==> src/hw/rtl/irfm_pkg.sv <==
// ----------------------------------------------------------------------------
// irfm_pkg
// Shared constants, types and codes of the forward-mapped image rotator.
// ----------------------------------------------------------------------------
package irfm_pkg;

  localparam int MAX_WIDTH   = 256;
  localparam int MAX_HEIGHT  = 256;
  localparam int PIXEL_BITS  = 8;

  localparam int COL_W       = $clog2(MAX_WIDTH);
  localparam int ROW_W       = $clog2(MAX_HEIGHT);
  localparam int DIM_W       = COL_W + 1;        // holds MAX_WIDTH itself
  localparam int ADDR_W      = COL_W + ROW_W;    // row-major, row above column
  localparam int STORE_DEPTH = MAX_WIDTH * MAX_HEIGHT;

  localparam int COEF_W      = 20;               // Q4.16
  localparam int FRAC_W      = 16;
  localparam int CTR_W       = 8;                // center_x / center_y
  localparam int CFG_DATA_W  = 20;
  localparam int CFG_IDX_W   = 3;

  localparam int DELTA_W     = CTR_W + 1;        // signed offset from center
  localparam int PROD_W      = COEF_W + DELTA_W;
  localparam int SUM_W       = PROD_W + 1;
  localparam int COORD_W     = 16;               // signed mapped coordinate

  localparam logic signed [COEF_W-1:0] ALPHA_RESET = COEF_W'(65536);
  localparam logic [DIM_W-1:0]         WIDTH_RESET  = DIM_W'(MAX_WIDTH);
  localparam logic [DIM_W-1:0]         HEIGHT_RESET = DIM_W'(MAX_HEIGHT);

  typedef enum logic [CFG_IDX_W-1:0] {
    REG_ALPHA    = 3'd0,
    REG_BETA     = 3'd1,
    REG_CENTER_X = 3'd2,
    REG_CENTER_Y = 3'd3,
    REG_FILL     = 3'd4,
    REG_WIDTH    = 3'd5,
    REG_HEIGHT   = 3'd6
  } cfg_reg_t;

  typedef enum logic [2:0] {
    S_IDLE,
    S_CLEAR,
    S_EXEC,
    S_MAP,
    S_READ
  } state_t;

  // Mapped target of one source pixel.
  typedef struct packed {
    logic             hit;   // target lies inside the frame
    logic [COL_W-1:0] col;
    logic [ROW_W-1:0] row;
  } map_res_t;

endpackage

==> src/hw/rtl/irfm_map.sv <==
// ----------------------------------------------------------------------------
// irfm_map
// Coordinate mapper: four products through one shared multiplier, then
// half-away-from-zero rounding, recentering and a frame bounds check.
// ----------------------------------------------------------------------------
module irfm_map (
  input  logic                                   clk,
  input  logic                                   rst,
  input  logic                                   go,
  input  logic [irfm_pkg::COL_W-1:0]             col,
  input  logic [irfm_pkg::ROW_W-1:0]             row,
  input  logic signed [irfm_pkg::COEF_W-1:0]     alpha,
  input  logic signed [irfm_pkg::COEF_W-1:0]     beta,
  input  logic [irfm_pkg::CTR_W-1:0]             center_x,
  input  logic [irfm_pkg::CTR_W-1:0]             center_y,
  input  logic [irfm_pkg::DIM_W-1:0]             width,
  input  logic [irfm_pkg::DIM_W-1:0]             height,
  output logic                                   done,
  output irfm_pkg::map_res_t                     res
);
  import irfm_pkg::*;

  localparam int RND_W = SUM_W - FRAC_W;

  logic [2:0]                step;
  logic signed [DELTA_W-1:0] dx, dy;
  logic signed [COEF_W-1:0]  mul_a;
  logic signed [DELTA_W-1:0] mul_b;
  logic signed [PROD_W-1:0]  prod;
  logic signed [SUM_W-1:0]   acc;
  logic signed [SUM_W-1:0]   sum_x;
  logic signed [COORD_W-1:0] nx, ny;

  function automatic logic signed [COORD_W-1:0] round_q16(input logic signed [SUM_W-1:0] s);
    logic [SUM_W-1:0] mag;
    logic [SUM_W-1:0] r;
    logic [RND_W-1:0] q;
    mag = s[SUM_W-1] ? SUM_W'(-s) : SUM_W'(s);
    r   = mag + SUM_W'(1 << (FRAC_W - 1));
    q   = r[SUM_W-1:FRAC_W];
    return s[SUM_W-1] ? -COORD_W'(q) : COORD_W'(q);
  endfunction

  assign dx = DELTA_W'({1'b0, col}) - DELTA_W'({1'b0, center_x});
  assign dy = DELTA_W'({1'b0, row}) - DELTA_W'({1'b0, center_y});

  // step 0: a*dx, 1: b*dy, 2: a*dy, 3: b*dx
  always_comb begin
    unique case (step)
      3'd1:    begin mul_a = beta;  mul_b = dy; end
      3'd2:    begin mul_a = alpha; mul_b = dy; end
      3'd3:    begin mul_a = beta;  mul_b = dx; end
      default: begin mul_a = alpha; mul_b = dx; end
    endcase
  end

  always_ff @(posedge clk) begin
    prod <= mul_a * mul_b;
    unique case (step)
      3'd1:    acc   <= SUM_W'(prod);
      3'd2:    sum_x <= acc + SUM_W'(prod);
      3'd3:    acc   <= SUM_W'(prod);
      3'd4:    acc   <= acc - SUM_W'(prod);
      default: ;
    endcase
  end

  assign nx = round_q16(sum_x) + COORD_W'({1'b0, center_x});
  assign ny = round_q16(acc)   + COORD_W'({1'b0, center_y});

  always_ff @(posedge clk) begin
    if (rst) begin
      step <= 3'd0;
      done <= 1'b0;
    end else begin
      done <= 1'b0;
      if (step == 3'd0) begin
        if (go) begin
          step <= 3'd1;
        end
      end else if (step == 3'd5) begin
        step <= 3'd0;
        done <= 1'b1;
      end else begin
        step <= step + 3'd1;
      end
    end
  end

  always_ff @(posedge clk) begin
    if (step == 3'd5) begin
      res.hit <= !nx[COORD_W-1] && (nx < COORD_W'(width)) &&
                 !ny[COORD_W-1] && (ny < COORD_W'(height));
      res.col <= nx[COL_W-1:0];
      res.row <= ny[ROW_W-1:0];
    end
  end

endmodule

==> config.mk <==
export PLATFORM = sky130hd
export DESIGN_NAME = irfm_map
export DESIGN_NICKNAME = d
export VERILOG_FILES = /design/src/hw/rtl/irfm_pkg.sv /design/src/hw/rtl/irfm_map.sv
export SDC_FILE = /design/constraint.sdc
export NUM_CORES = 1
export LEC_CHECK = 0
export BUFFER_PORTS_ARGS = -buffer_cell sky130_fd_sc_hd__buf_2
export CAP_MARGIN = 20
export CORE_MARGIN = 4
export CORE_UTILIZATION = 62
export DETAILED_ROUTE_END_ITERATION = 12
export PLACE_DENSITY_LB_ADDON = 0.1
export SLEW_MARGIN = 20
export SYNTH_ARGS = -nofsm -noshare
export SYNTH_HDL_FRONTEND = slang
export SYNTH_SLANG_ARGS = --single-unit
==> constraint.sdc <==
create_clock -name clk -period 12.4 [get_ports clk]
set_input_delay 2.48 -clock clk [delete_from_list [all_inputs] [get_ports clk]]
set_output_delay 2.48 -clock clk [all_outputs]
set_load 0.05 [all_outputs]
==> flow_metrics.py, run 1 <==
metrics = {
    "placement": {
        "io_buffer_count": 110,
        "place_ws_ns": 1.88,
        "place_congestion": 0.958,
        "dp_hpwl_um": 32800,
    },
    "sta": {
        "slew_violations": 0,
        "tightest_slew_ns": 0.829,
        "tns_ns": 0,
        "finClkSkew_ns": 0.0185,
        "setup_viol": 0,
        "period_share": 0.817,
        "fin_crit_ns": 10.14,
        "hold_viol_final": 0,
        "rsz0062_at_grt": "false",
        "worst_slack_ns": 2.26,
        "slew-limit-headroom": 0.432,
        "fmax_ghz": 0.0986,
    },
    "worst_setup_path": {
        "max_stage_delay_ns": 0.55,
        "crit_arrival_ns": 10.44,
        "cp_data_required_time_ns": 12.70,
        "critical_path.max_fanout": 21,
        "critPathSlowestCell": "fa_1",
        "crit_type": "in -> reg",
        "cp-start-kind": "input port",
        "critPathLaunch": "row[0]",
        "r2r-start": "step[2]",
        "end_kind": "register",
    },
    "global_route": {
        "grt_max_degree": 61,
        "antenna_found_initial": 0,
        "grt_pass1_wl_um": 66600,
        "grt_pass1_vias": 13700,
        "grt.total_usage": 0.264,
        "gr-total-overflow": 0,
    },
    "finish": {
        "antenna_cells": 0,
        "syn_to_final_growth_pct": 6.62,
        "finalNetCount": 2470,
        "fin_util": 0.672,
        "drive_gt1_frac": 0.0978,
    },
    "logic_synthesis": {
        "yosysTopAreaCell": "fa_1",
        "syn_nets": 2409,
        "synth_top_cells_by_area": "fa_1 (18%), edfxtp_1 (14%), ha_1 (13%)",
        "yosysMostFrequentCell": "inv_1",
        "postSynthCellCount": 1989,
        "synth_compound_area_frac": 0.158,
        "ys_ff_latch": 110,
        "synth_warnings": 0,
        "synth_common_cells": "inv_1 (237), nor2_1 (215), ha_1 (173)",
        "synth_top_cell_area_share": 0.181,
        "synth_top_family_by_area": "adder cells",
        "synth_edf_count": 77,
        "ys_seq_area_frac": 0.175,
        "synthesis.area_mm2": 0.0170,
        "synth.avg_cell_area_um2": 8.56,
        "synthAdderAreaFrac": 0.308,
        "yosys.area_share.simple": 0.174,
        "async_reset_ff_frac": 0,
        "synth.area.mux_share": 0.0339,
        "synth_xor_xnor_area_share": 0.0812,
        "synth_cell_types": 85,
        "ys.flop_type": "edfxtp_1",
    },
    "routing": {
        "dr_total_vias": 14200,
        "drt_iter0_drc": 948,
        "via_per_inst": 5.91,
        "wl_um": 39800,
        "dr.pass1.iters": 5,
        "drc": 0,
        "ant_nets": 0,
        "routedWlPerCell_um": 16.6,
    },
    "clocking": {
        "insertion_delay_ns": 0.37,
        "clk_path_buf_depth": 2,
        "cts-root-buf": "clkbuf_16",
        "clkSinkCount": 110,
        "holdBufCountCts": 0,
        "cts_resized": 0,
        "cts_tree": "built",
        "ctsHtreeMaxLevel": 3,
        "cts_buffers": 9,
        "clk_pin_slew_ns": 0.08,
        "post-cts-setup-buffers": 0,
    },
    "floorplanning": {
        "die_h_um": 174,
        "coreArea_mm2": 0.0270,
        "die_w_um": 174,
        "io_pins": 111,
        "die_area_mm2": 0.0302,
        "rows": 60,
        "start_util": 0.630,
    },
    "flow_run": {
        "cap_violations": 0,
    },
    "hold_path": {
        "hp-start": "prod[14]",
        "hp-class": "reg -> reg",
    },
    "outcome": {
        "status": "complete, no violations",
    },
}
## state kept, by name, summed over array words and instances (netlist names)
signal  flops
done        1
acc        30
res        17
sum_x      30
prod       29
step        3
## cells by family after synthesis
kind of cell / count (synthesis)
compound gates: 401
xor+xnor: 158
fa+ha+maj: 327
buf+inv: 314
flops: 110
mux: 55
simple gates: 624
## per-layer routing
metal  global-route usage  vias up  wire (um)
met1                0.366     6770      17900
met2                0.437      427      18700
met3               0.0371       60       2270
met4               0.0732        0        934
met5                    0        -          0
li1                     -     6904          -
## worst max-delay path: cells and delay by family
kind | cells | cell delay [ns]
AOI/OAI and AO/OA | 13 | 2.68
xor gates and xnor gates | 1 | 0.13
adders and majority gates | 8 | 3.51
buffers and inverters | 8 | 0.69
and+or+nand+nor | 5 | 0.95
## path summary, 6_finish.rpt
check	end	cells past startpoint	slack, ns
max reg2reg	prod[28]	27	4.40
max	prod[28]	35	2.26
min	acc[14]	2	0.58
min reg2reg	acc[14]	2	0.58
## area by class of cell
| type | instances | area (um2) |
|---|---|---|
| multi-input combinational | 1565 | 12900 |
| clock buffer | 11 | 254 |
| clock inverter | 5 | 48.8 |
| sequential | 110 | 2970 |
| tap | 341 | 427 |
| fill | 2311 | 8860 |
| inverter | 237 | 890 |
| timing repair buffer | 127 | 678 |
## metrics by stage
stage,area (um2),std cells,hold slack [ns]
2_1_floorplan,17000,1989,0.524
3_3_place_gp,17900,2380,0.553
3_5_place_dp,17900,2380,0.563
4_1_cts,18200,2396,0.580
5_1_grt,18200,2396,0.621
6_report,18200,2396,0.578
## layout by cell type, fill, tap and decap left out, types with 38 or more instances in the layout
cell and count:
inv_1 237, edfxtp_1 77, nand2_1 157, nand2b_1 43, a21oi_1 96, xnor2_1 114, xor2_1 44, nor3_1 39
a21o_1 38, nor2_1 214, ha_1 173, o21ai_0 89, fa_1 154, buf_2 110
Power of run 1 is not shown: default switching activity piles up to over one toggle a cycle in this logic, so the estimate is an artifact.
==> inputs of run 2 (changes only) <==
- clock period: 12.4 -> 9.4 ns (I/O delays scaled with it)
==> run 2 against run 1 <==
  * Sequential share of layout area shrank 0.18 points
  * Wire length grew 3.4%
  * First-iteration DRC count grew 7.0%
  * Flip-flop and latch count is the same
  * Utilization grew 0.74 points
  * Critical path depth shrank 1
  * Cell count grew 0.75%
  * Global-route usage grew 0.94 points
  * Die area is the same
  * Register-to-register slack lost 2.5 ns
  * Highest routed layer unchanged
==> flow_metrics.py, run 2 (synthesized netlist as in run 1, its figures left out) <==
metrics = {
    "sta": {
        "worst_slack_ns": 0.469,
        "rsz0062_at_grt": "false",
        "slew_violations": 0,
        "finClkSkew_ns": 0.0218,
        "hold_viol_final": 0,
        "period_share": 0.950,
        "fin_crit_ns": 8.93,
        "setup_viol": 0,
        "tightest_slew_ns": 0.857,
        "fmax_ghz": 0.112,
        "whs_ns": 0.577,
        "slew-limit-headroom": 0.412,
    },
    "floorplanning": {
        "io_pins": 111,
        "die_h_um": 174,
        "rows": 60,
        "die_w_um": 174,
        "coreArea_mm2": 0.0270,
        "start_util": 0.630,
        "die_area_mm2": 0.0302,
    },
    "worst_setup_path": {
        "crit_family": "adder cells",
        "end_kind": "register",
        "r2r_end": "prod[27]",
        "crit_arrival_ns": 9.16,
        "crit_type": "in -> reg",
        "cp-start-kind": "input port",
        "critPathSlowestCell": "fa_1",
        "critical_path.max_fanout": 3,
        "cp_data_required_time_ns": 9.63,
        "worst-r2r-setup-slack_ns": 1.95,
        "crit_top_cell": "fa_1",
        "ff2ff_path_depth": 27,
        "r2r-start": "step[2]",
        "cp.depth": 34,
        "crit_buf_inv": 5,
        "max_stage_delay_ns": 0.56,
    },
    "routing": {
        "drt_iter0_drc": 1014,
        "dr.pass1.iters": 5,
        "via_per_inst": 5.92,
        "drc": 0,
        "routedWlPerCell_um": 17.0,
        "dr_total_vias": 14300,
        "wl_um": 41200,
        "ant_nets": 0,
    },
    "finish": {
        "final_cell_mix": "inv_1 (236), nor2_1 (214), ha_1 (173)",
        "fillerInstances": 2267,
        "largestRegisters": "acc (30), sum_x (30), prod (29)",
        "syn_to_final_growth_pct": 7.79,
        "finalNetCount": 2488,
        "antenna_cells": 0,
        "final_common_cell": "inv_1",
        "drive_gt1_frac": 0.110,
        "instances_no_fill": 2414,
    },
    "placement": {
        "place_congestion": 0.910,
        "dp_hpwl_um": 33700,
        "io_buffer_count": 110,
        "dp_cells": 2398,
        "place_ws_ns": -0.142,
    },
    "flow_run": {
        "cap_violations": 0,
    },
    "clocking": {
        "clk_path_buf_depth": 2,
        "insertion_delay_ns": 0.37,
        "cts-root-buf": "clkbuf_16",
        "ctsHtreeMaxLevel": 3,
        "clkSinkCount": 110,
        "clk_pin_slew_ns": 0.08,
        "cts_buffers": 9,
        "cts_tree": "built",
    },
    "global_route": {
        "gr-total-overflow": 0,
        "grt_pass1_vias": 14100,
        "grt_max_degree": 61,
        "grt_pass1_wl_um": 68400,
        "antenna_found_initial": 0,
        "grt.total_usage": 0.274,
    },
    "hold_path": {
        "hp-class": "reg -> reg",
        "hp-start": "prod[18]",
        "hold_path_depth": 2,
        "whs_endpoint": "acc[18]",
    },
    "outcome": {
        "status": "complete, no violations",
    },
}
-- run 2: how the worst max path moves through the flow --
stage / start / end / slack [ns]
5_1_grt: center_x[1] / prod[27] / 0.002
3_5_place_dp: center_x[1] / prod[28] / -0.14
4_1_cts: center_x[1] / prod[28] / 0.23
6_report: center_x[1] / prod[27] / 0.47
3_3_place_gp: center_x[1] / prod[28] / -0.03
2_1_floorplan: row[0] / prod[28] / 0.21
-- run 2: worst register-to-register path, stage by stage (launching register included) --
cell and delay, ns:
dfxtp_1 0.47, inv_1 0.13, ha_1 0.24, a21oi_4 0.42, buf_4 0.44, mux2_2 0.31
nand2_1 0.09, fa_1 0.53, inv_1 0.06, fa_1 0.55, fa_1 0.46, fa_1 0.56
inv_1 0.05, fa_1 0.49, inv_1 0.04, ha_1 0.32, a21oi_2 0.15, o21bai_1 0.08
a21o_1 0.21, a21oi_2 0.17, o21ai_0 0.14, o41a_1 0.38, a41oi_2 0.24, a221oi_1 0.13
a41o_1 0.28, nor4_2 0.14, nor3_1 0.09, xor2_1 0.14
-- run 2: final cells by class --
type	count	area, um2	share of cell area
multi-input combinational	1565	12900	0.704
sequential	110	2970	0.162
inverter	237	893	0.0487
timing repair buffer	145	813	0.0443
tap	341	427	0.0232
clock buffer	10	250	0.0136
clock inverter	6	80.1	0.00436
-- run 2: what timing repair did --
item | CTS | global route
hold buffers | 0 | 0
resized for setup | 0 | 9
setup endpoints to repair | 0 | 4
buffers inserted | 0 | 0
-- run 2: per-stage QoR --
| step | TNS, ns | area [um2] | utilization |
|---|---|---|---|
| 3_5_place_dp | -0.233 | 18000 | 0.666 |
| 5_1_grt | 0 | 18400 | 0.679 |
| 3_3_place_gp | -0.0297 | 18000 | 0.666 |
| 4_1_cts | 0 | 18300 | 0.678 |
| 6_report | 0 | 18400 | 0.679 |
| 2_1_floorplan | 0 | 17000 | - |
-- run 2: layer usage --
layer,vias up,share of wire,GRT usage
met2,443,0.46,0.451
met1,6823,0.44,0.371
met4,0,0.035,0.104
met3,74,0.057,0.0356
li1,6946,-,-
met5,-,0,0
Power of run 2 is left out for the same reason.
==> inputs of run 3 (changes only) <==
- CORE_UTILIZATION: 62 -> 45
==> run 3 against run 2 <==
  * Utilization is 18 points lower
  * Wire length is 3.8% higher
  * Global-route usage is 6.4 points lower
  * Hold slack better by 0.0030 ns
  * Register-to-register slack worse by 0.25 ns
  * Cell count is 7.7% higher
  * Worst setup slack better by 0.016 ns
  * Via count is 2.6% lower
  * Critical path depth stayed put
  * Sequential share of layout area is 0.26 points lower
  * Non-clock buffer count is 16 higher
==> flow_metrics.py, run 3 (synthesized netlist as in run 1, its figures left out) <==
metrics = {
    "clocking": {
        "cts-root-buf": "clkbuf_16",
        "holdBufCountCts": 0,
        "cts_tree": "built",
        "cts_resized": 0,
        "ctsHtreeMaxLevel": 3,
        "insertion_delay_ns": 0.38,
        "clk_pin_slew_ns": 0.08,
        "cts_buffers": 9,
        "clkSinkCount": 110,
        "post-cts-setup-buffers": 0,
        "clk_path_buf_depth": 2,
    },
    "routing": {
        "drt_iter0_drc": 837,
        "dr.pass1.iters": 6,
        "routedWlPerCell_um": 16.4,
        "wl_um": 42700,
        "drc": 0,
        "via_per_inst": 5.35,
        "dr_total_vias": 13900,
        "ant_nets": 0,
    },
    "sta": {
        "rsz0062_at_grt": "false",
        "finClkSkew_ns": 0.00937,
        "slew_violations": 0,
        "fmax_ghz": 0.112,
        "tightest_slew_ns": 0.890,
        "setup_viol": 0,
        "whs_ns": 0.580,
        "period_share": 0.948,
        "slew-limit-headroom": 0.401,
        "hold_viol_final": 0,
        "fin_crit_ns": 8.91,
    },
    "placement": {
        "dp_hpwl_um": 35200,
        "io_buffer_count": 110,
        "place_congestion": 0.911,
    },
    "hold_path": {
        "hp-start": "prod[16]",
        "hp-class": "reg -> reg",
    },
    "worst_setup_path": {
        "endpoint": "prod[28]",
        "cp_data_required_time_ns": 9.71,
        "r2r-start": "step[2]",
        "critPathSlowestCell": "fa_2",
        "crit_top_cell": "inv_1",
        "r2r_end": "prod[28]",
        "ff2ff_path_depth": 28,
        "worst-r2r-setup-slack_ns": 1.70,
        "critPathLaunch": "row[0]",
        "crit_arrival_ns": 9.23,
        "critical_path.max_fanout": 3,
        "max_stage_delay_ns": 0.56,
        "end_kind": "register",
        "crit_type": "in -> reg",
        "cp-start-kind": "input port",
    },
    "floorplanning": {
        "coreArea_mm2": 0.0375,
        "die_w_um": 203,
        "die_h_um": 203,
        "rows": 71,
        "start_util": 0.454,
        "die_area_mm2": 0.0410,
        "io_pins": 111,
    },
    "finish": {
        "final_common_cell": "inv_1",
        "syn_to_final_growth_pct": 9.56,
        "fillerInstances": 3739,
        "register_area_mm2": 0.00297,
        "largestRegisters": "acc (30), sum_x (30), prod (29)",
        "final_cell_mix": "inv_1 (237), nor2_1 (214), ha_1 (173)",
        "drive_gt1_frac": 0.117,
        "antenna_cells": 0,
        "multi_input_area_mm2": 0.0129,
        "finalNetCount": 2504,
    },
    "global_route": {
        "grt_pass1_wl_um": 70400,
        "gr-total-overflow": 0,
        "use_met3": 0.0203,
        "grt_pass1_vias": 13800,
        "grt.total_usage": 0.209,
        "grt_max_degree": 61,
        "met2_usage": 0.340,
        "met1_usage": 0.303,
        "antenna_found_initial": 0,
        "busiest_layer": "met2",
    },
    "flow_run": {
        "cap_violations": 0,
    },
    "outcome": {
        "status": "complete, no violations",
    },
}
run 3: cell types whose count changed in the layout (fill, tap and decap cells not counted), moves of 2 or more:
| cell | change |
|---|---|
| a21oi_1 | +2 |
| a21oi_2 | -2 |
| buf_4 | +16 |
| clkinv_8 | -2 |
| inv_6 | +2 |
| o21ai_1 | -2 |
run 3: area by class of cell:
class | count | share of cell area
flip-flops and latches | 110 | 0.159
repair buffers | 161 | 0.0500
inverters | 237 | 0.0477
multi-input cells | 1565 | 0.693
clock inverters | 7 | 0.00389
well taps | 511 | 0.0343
clock buffers | 9 | 0.0121
run 3: how the worst min path moves through the flow:
stage / end / slack, ns / cells past startpoint
3_3_place_gp: acc[19] / 0.55 / 2
6_report: acc[16] / 0.58 / 2
2_1_floorplan: step[2] / 0.52 / 2
5_1_grt: acc[12] / 0.62 / 2
3_5_place_dp: acc[16] / 0.57 / 2
4_1_cts: acc[19] / 0.58 / 2
run 3: routing by layer:
layer  vias up  wire length [um]
li1       6954                 -
met1      6669             20900
met2       252             19400
met4         0               934
met3        46              1510
met5         -                 0
run 3: worst max-delay path: cells and delay by family:
family	cells	cell delay, ns
buf+inv	7	0.42
simple gates	5	0.93
compound gates	13	2.39
fa+ha+maj	8	3.50
xor+xnor	1	0.13
run 3: stage by stage:
| stage | std cells | cell area, um2 | worst slack, ns | setup TNS [ns] | util |
|---|---|---|---|---|---|
| after floorplan | 1989 | 17000 | 0.214 | 0 | - |
| after global placement | 2584 | 18300 | -0.0612 | -0.0612 | 0.489 |
| after detailed placement | 2584 | 18300 | -0.141 | -0.213 | 0.489 |
| after CTS | 2600 | 18600 | 0.261 | 0 | 0.497 |
| after global routing | 2600 | 18700 | 0.0271 | 0 | 0.498 |
| final | 2600 | 18700 | 0.485 | 0 | 0.498 |
Power of run 3 is left out for the same reason.
